**config.mk**
```make
export PLATFORM = sky130hd
export DESIGN_NAME = iesu_ctrl
export DESIGN_NICKNAME = d
export VERILOG_FILES = /design/src/hdl/iesu_pkg.sv /design/src/hdl/iesu_ctrl.sv
export VERILOG_INCLUDE_DIRS = /design/src /design/src/hdl
export SDC_FILE = /design/constraint.sdc
export NUM_CORES = 1
export LEC_CHECK = 0
export BUFFER_PORTS_ARGS = -buffer_cell sky130_fd_sc_hd__buf_2
export CAP_MARGIN = 15
export CELL_PAD_IN_SITES_DETAIL_PLACEMENT = 1
export CELL_PAD_IN_SITES_GLOBAL_PLACEMENT = 2
export CORE_ASPECT_RATIO = 1.2
export CORE_MARGIN = 10
export CORE_UTILIZATION = 21
export CTS_CLUSTER_DIAMETER = 80
export DETAILED_ROUTE_END_ITERATION = 8
export GPL_TIMING_DRIVEN = 1
export PLACE_DENSITY_LB_ADDON = 0.05
export SLEW_MARGIN = 20
export SYNTH_ARGS = -nofsm -noshare
export SYNTH_HDL_FRONTEND = slang
export SYNTH_SLANG_ARGS = --single-unit
```
**constraint.sdc**
```tcl
create_clock -name clk -period 1.69 [get_ports clk]
set_clock_uncertainty 0.2 [all_clocks]
set_input_delay 0.0845 -clock clk [delete_from_list [all_inputs] [get_ports clk]]
set_output_delay 0.0845 -clock clk [all_outputs]
set_load 0.02 [all_outputs]
```
**src/hdl/assert_macros.svh**
```systemverilog
// Assertion macros shared by the stack unit modules.
// No dependencies; included by files that check their own logic.
`ifndef ASSERT_MACROS_SVH
`define ASSERT_MACROS_SVH

// Clocked check, disabled while reset is asserted
`define AST_CLK(lbl, clk, rst_n, prop, msg) \
  lbl: assert property (@(posedge clk) disable iff (!rst_n) prop) else $error(msg);

// Clocked check that also holds across reset
`define AST_CLK_NR(lbl, clk, prop, msg) \
  lbl: assert property (@(posedge clk) prop) else $error(msg);

`endif

```
**src/hdl/iesu_pkg.sv**
```systemverilog
// Shared types and constants of the interrupt entry / return stack unit.
// No dependencies; imported by controller, datapath and top level.
package iesu_pkg;

  typedef enum logic [2:0] {
    OP_BOUNDARY = 3'd0,
    OP_RETI     = 3'd1,
    OP_PUSH     = 3'd2,
    OP_POP      = 3'd3,
    OP_STATUS   = 3'd4
  } iesu_op_t;

  typedef enum logic [1:0] {
    REG_VECTOR_BYTES = 2'd0,
    REG_CLEAR_GIE    = 2'd1,
    REG_EXTENDED     = 2'd2,
    REG_RAM_END      = 2'd3
  } iesu_reg_t;

  typedef enum logic [2:0] {
    ST_IDLE,
    ST_EXEC,
    ST_PUSH,
    ST_POP,
    ST_POP_END,
    ST_DONE
  } iesu_state_t;

  // controller -> datapath
  typedef struct packed {
    logic       load;       // capture a new transaction
    logic       exec;       // apply non-memory updates
    logic       mem_wr;     // write one stack byte
    logic       mem_rd;     // read one stack byte
    logic [1:0] idx;        // byte index within push/pop
    logic       push_done;  // last byte of a push
    logic       pop_done;   // last byte read of a pop
  } iesu_cmd_t;

  // datapath -> controller
  typedef struct packed {
    logic push_req;
    logic pop_req;
    logic three_bytes;
  } iesu_stat_t;

  localparam logic [2:0]  VECTOR_BYTES_RST = 3'd4;
  localparam logic        CLEAR_GIE_RST    = 1'b1;
  localparam logic        EXTENDED_RST     = 1'b0;
  localparam logic [15:0] RAM_END_RST      = 16'd2303;
  localparam int          ENABLE_BIT       = 7;

endpackage

```
**src/hdl/iesu_ctrl.sv**
```systemverilog
// Sequencer of the interrupt entry / return stack unit.
// Depends on iesu_pkg; drives iesu_datapath through iesu_cmd_t.
`include "assert_macros.svh"

module iesu_ctrl
  import iesu_pkg::*;
(
  input  logic       clk,
  input  logic       rst_n,
  input  logic       start,
  input  iesu_stat_t stat,
  output logic       busy,
  output logic       out_valid,
  output iesu_cmd_t  cmd
);

  iesu_state_t state_r, state_nxt;
  logic [1:0]  idx_r, idx_nxt;
  logic [1:0]  last_idx;

  assign last_idx = stat.three_bytes ? 2'd2 : 2'd1;

  always_ff @(posedge clk) begin
    if (!rst_n) begin
      state_r <= ST_IDLE;
      idx_r   <= 2'd0;
    end else begin
      state_r <= state_nxt;
      idx_r   <= idx_nxt;
    end
  end

  // next state
  always_comb begin
    state_nxt = state_r;
    idx_nxt   = idx_r;
    unique case (state_r)
      ST_IDLE: begin
        if (start) state_nxt = ST_EXEC;
      end
      ST_EXEC: begin
        idx_nxt = 2'd0;
        if (stat.push_req)     state_nxt = ST_PUSH;
        else if (stat.pop_req) state_nxt = ST_POP;
        else                   state_nxt = ST_DONE;
      end
      ST_PUSH: begin
        idx_nxt = idx_r + 2'd1;
        if (idx_r == last_idx) state_nxt = ST_DONE;
      end
      ST_POP: begin
        idx_nxt = idx_r + 2'd1;
        if (idx_r == last_idx) state_nxt = ST_POP_END;
      end
      ST_POP_END: state_nxt = ST_DONE;
      ST_DONE:    state_nxt = ST_IDLE;
      default:    state_nxt = ST_IDLE;
    endcase
  end

  // outputs
  always_comb begin
    cmd       = '0;
    busy      = 1'b1;
    out_valid = 1'b0;
    cmd.idx   = idx_r;
    unique case (state_r)
      ST_IDLE: begin
        busy     = 1'b0;
        cmd.load = start;
      end
      ST_EXEC: cmd.exec = 1'b1;
      ST_PUSH: begin
        cmd.mem_wr    = 1'b1;
        cmd.push_done = (idx_r == last_idx);
      end
      ST_POP: begin
        cmd.mem_rd   = 1'b1;
        cmd.pop_done = (idx_r == last_idx);
      end
      ST_POP_END: ;
      ST_DONE:    out_valid = 1'b1;
      default:    ;
    endcase
  end

  `AST_CLK_NR(a_reset_idle, clk, !rst_n |=> state_r == ST_IDLE, "reset did not return to idle")
  `AST_CLK(a_accept_exec, clk, rst_n, start && !busy |=> state_r == ST_EXEC, "accepted transaction not executed")
  `AST_CLK(a_push_ends, clk, rst_n, cmd.push_done |=> state_r == ST_DONE, "push did not finish after last byte")

endmodule

```
# == After elaboration in Yosys (flattened, before gate mapping) ==
# Cells that the tools add are included.
# word_totals
regBits,5
latch_bits,0
mem_bits_rw,0
romBits,0
inputBits,6
out_inout_bits,10
memories,0
# op_classes
n_addsub,1
multipliers,0
div_mod_pow,0
order_cmp,0
eq_ne,9
shift,0
mux,16
bitwise_logic,0
reduce_logical,4
# op_table
operator,count
$mux 3,5
$pmux 3 s5,1
$mux 1,8
$eq 3x2->1 const B,2
$eq 3x3->1 const B,2
$ne 2x2->1 const B,3
$pmux 2 s2,1
$eq 3x1->1 const B,1
$logic_not 3->1,1
$reduce_and 3->1,1
$add 2x1->2 const B,1
$eq 2x2->1,1
$mux 2,1
$reduce_bool 2->1,1
$reduce_or 2->1,1

# == Longest topological paths before layout ==
# depth
depth_word,4
ltp_mapped,5
mapped_depth_nobuf,4

# == Worst setup path after synthesis ==
# OpenSTA, ideal clock, no wires.
# synth_timing
path_kind,reg2out
from,reg idx_r[0]
to,out cmd[0] (netlist name)
arrival_time_ns,1.264
slack_ns,0.141
stages_incl_launch_ff,4
path_buffers,0
path_cell_list,dfxtp_1 > nand2b_1 > o21a_1 > nor3_1
# synth_lines
item,line,rtl
start: declaration,iesu_ctrl.sv:18,"logic [1:0] idx_r, idx_nxt;"
start signal: assignment,iesu_ctrl.sv:29,idx_r <= idx_nxt;
end: declaration,iesu_ctrl.sv:14,output iesu_cmd_t cmd

==> out/metrics.cfg <==
[logic_synthesis]
synth_ff_type = dfxtp_1
ys_types = 22
yosysWarnings = 0
syn_area_um2 = 338
synth.net_count = 52
seq_area_frac_synth_pct = 29.6
synth-edff-count = 0
async_flop_share_pct = 0
avgSynthCellArea_um2 = 7.34
syn_inst = 46
synth_seq_cells = 5

[final_layout]
area_delta_synth_final_pct = 44.8
fin_nets = 72
register_area_um2 = 103
layout-drive-gt1-share_pct = 41.5
num-fill-cells = 200
antenna_cells = 0
multiInputGateArea_um2 = 233

[sta]
rsz0062_at_grt = false
setup_violations = 0
fin_crit_ps = 1610
layout_setup_ws_ps = 79.4
hold_slack_ps = 7.05
slew_headroom_pct = 77.2
tightest_slew_ps = 342
finalHoldViolations = 0
fin_crit_sh_pct = 95.3
max_freq_ghz = 0.621
maxSlewViolCount = 0
final.setup.tns_ps = 0

[critical_path]
required_ps = 1410
crit_fanout = 8
r2r_setup_slack_ps = 180
crit_chain = or3_4 > nor2_1 > buf_2
critical_path.max_stage_delay_ps = 440
r2r-start = state_r[1]
ff2ff_path_depth = 4
cp_num_cells = 3
crit_type = register to output port
worstSetupStartpoint = state_r[1]
cp_data_arrival_time_ps = 1330
endpoint = cmd[7]
start_kind = register
slowest_stage = or3_4
crit_buf_inv = 1
crit_family = simple AND/OR/NAND/NOR gates
reg2reg_to = state_r[0]
cp-end-kind = output port

[placed_design]
gp_congestion = 0.702
preCtsSetupSlack_ps = 208
dp_hpwl_um = 919
port_buffers = 15

[die]
io_pins = 16
chipHeight_um = 63.9
initial_core_util_pct = 22.8
die_x_um = 56.6
rows = 15
die-area_um2 = 3620
core_area_um2 = 1480

[routing]
via_count = 391
antenna_left = 0
totalWireLength_um = 1150
first_iter_violations = 5
post_drt_via_cell_ratio = 4.77
wl_per_cell_um = 14.0
drc = 0
firstDrtPassIters = 4

[global_route]
grt_max_degree = 12
antenna_found_initial = 0
grt_overflow = 0
grt_util_all_layers_pct = 7.07
grt_pass1_wl_um = 2070
first_global_vias = 445

[cts]
root_buffer = clkbuf_4
clock_path_buffers = 2
cts_htree_levels = 1
post_cts_buffers = 0
cts_made_buffers = 3
cts_tree = yes
clkSinkCount = 5
worstSkewPairLatency_ps = 240
clk_pin_slew_worst_paths_ps = 40

[run_status]
status = finished, final reports clean

[power_and_ir_drop]
peakVddDrop_mv = 0.509
total_leakage_power_nw = 0.211
power.density_nw_per_um2 = 865

[run]
max_cap_violations = 0

[hold_path]
hold_path.class = primary input to register

[kinds of logic (layout without fill, tap and decap cells)]
kind of cell / Yosys count / in the layout / synth area share (%)
flip-flops: 5 / 5 / 29.6
AND/OR/NAND/NOR: 21 / 21 / 36.3
buffers and inverters: 5 / 24 / 6.30
AO/OA/AOI/OAI: 15 / 15 / 27.8
[what timing repair did]
item,CTS,global route
hold endpoints to repair,4,0
hold buffers,2,0
setup endpoints to repair,0,4
gates resized for setup,0,6
[flip-flops by register name, indices dropped and copies added, names as in the netlist]
name,cells
state_r,3
idx_r,2
[Yosys cell counts, types with 2 or more instances]
| cell | count | area (um2) |
|---|---|---|
| inv_1 | 3 | 11.3 |
| o21ai_0 | 6 | 30.0 |
| dfxtp_1 | 5 | 100 |
| nor2_1 | 7 | 26.3 |
| buf_2 | 2 | 10.0 |
| nand2b_1 | 4 | 25.0 |
| nor3_1 | 2 | 10.0 |
| a21oi_1 | 3 | 15.0 |
[routing by layer]
layer	vias to the layer above	wire [um]	GRT usage [%]
li1	201	-	-
met2	7	652	12.2
met4	0	0	2.71
met1	183	418	6.70
met5	-	0	0
met3	0	76	4.15
[how the worst min path moves through the flow]
stage	start	to	slack [ps]	depth (start not counted)
after floorplan	rst_n	idx_r[0]	6	1
after global placement	rst_n	idx_r[0]	130	2
after CTS	stat[1]	state_r[1]	10	3
after global routing	stat[1]	state_r[1]	10	3
final	stat[1]	state_r[1]	7	3
after detailed placement	rst_n	idx_r[0]	140	2
[placed cells by master, fill, tap and decap left out]
cell            n
nand2b_2        1
nand2_1         1
o22ai_1         1
nand3b_1        1
inv_1           3
o21ai_0         6
dlygate4sd3_1   2
nor2_1          7
dfxtp_1         3
nand2b_4        2
buf_2          15
clkbuf_1        1
dfxtp_2         2
o21ai_2         1
or3_4           1
a21oi_1         3
o32ai_1         1
clkbuf_4        3
nand2b_1        2
and3b_1         1
and3_1          1
o21a_2          1
a21boi_0        1
nor3_1          2
and2_1          1
nor4b_1         1
o22a_2          1
[metrics by stage]
stage / power (W) / util, % / std cells / cell area, um2
after floorplan: 0.000234 / - / 46 / 338
after global placement: 0.000272 / 28.6 / 76 / 424
after detailed placement: 0.000277 / 28.6 / 76 / 424
after CTS: 0.000428 / 31.7 / 82 / 470
after global routing: 0.000463 / 33.0 / 82 / 489
final: 0.000423 / 33.0 / 82 / 489
[worst register-to-register path, delay by kind of cell, from the launching register on]
family          cells  cell delay (ps)
flops               1              500
compound gates      2              420
simple gates        1              170
buf+inv             1              120
[cell type report]
class | instances | area share [%]
sequential | 5 | 21.0
multi-input combinational | 36 | 47.6
clock buffer | 4 | 5.37
tap | 17 | 4.35
inverter | 3 | 2.30
timing repair buffer | 17 | 19.4
[where the power goes]
part	switching [W]	total, W	internal, W
Combinational	0.0000726	0.000130	0.0000570
Sequential	0.0000243	0.000154	0.000129
Clock	0.0000504	0.000140	0.0000894
Power figures use the tool's default switching activity.
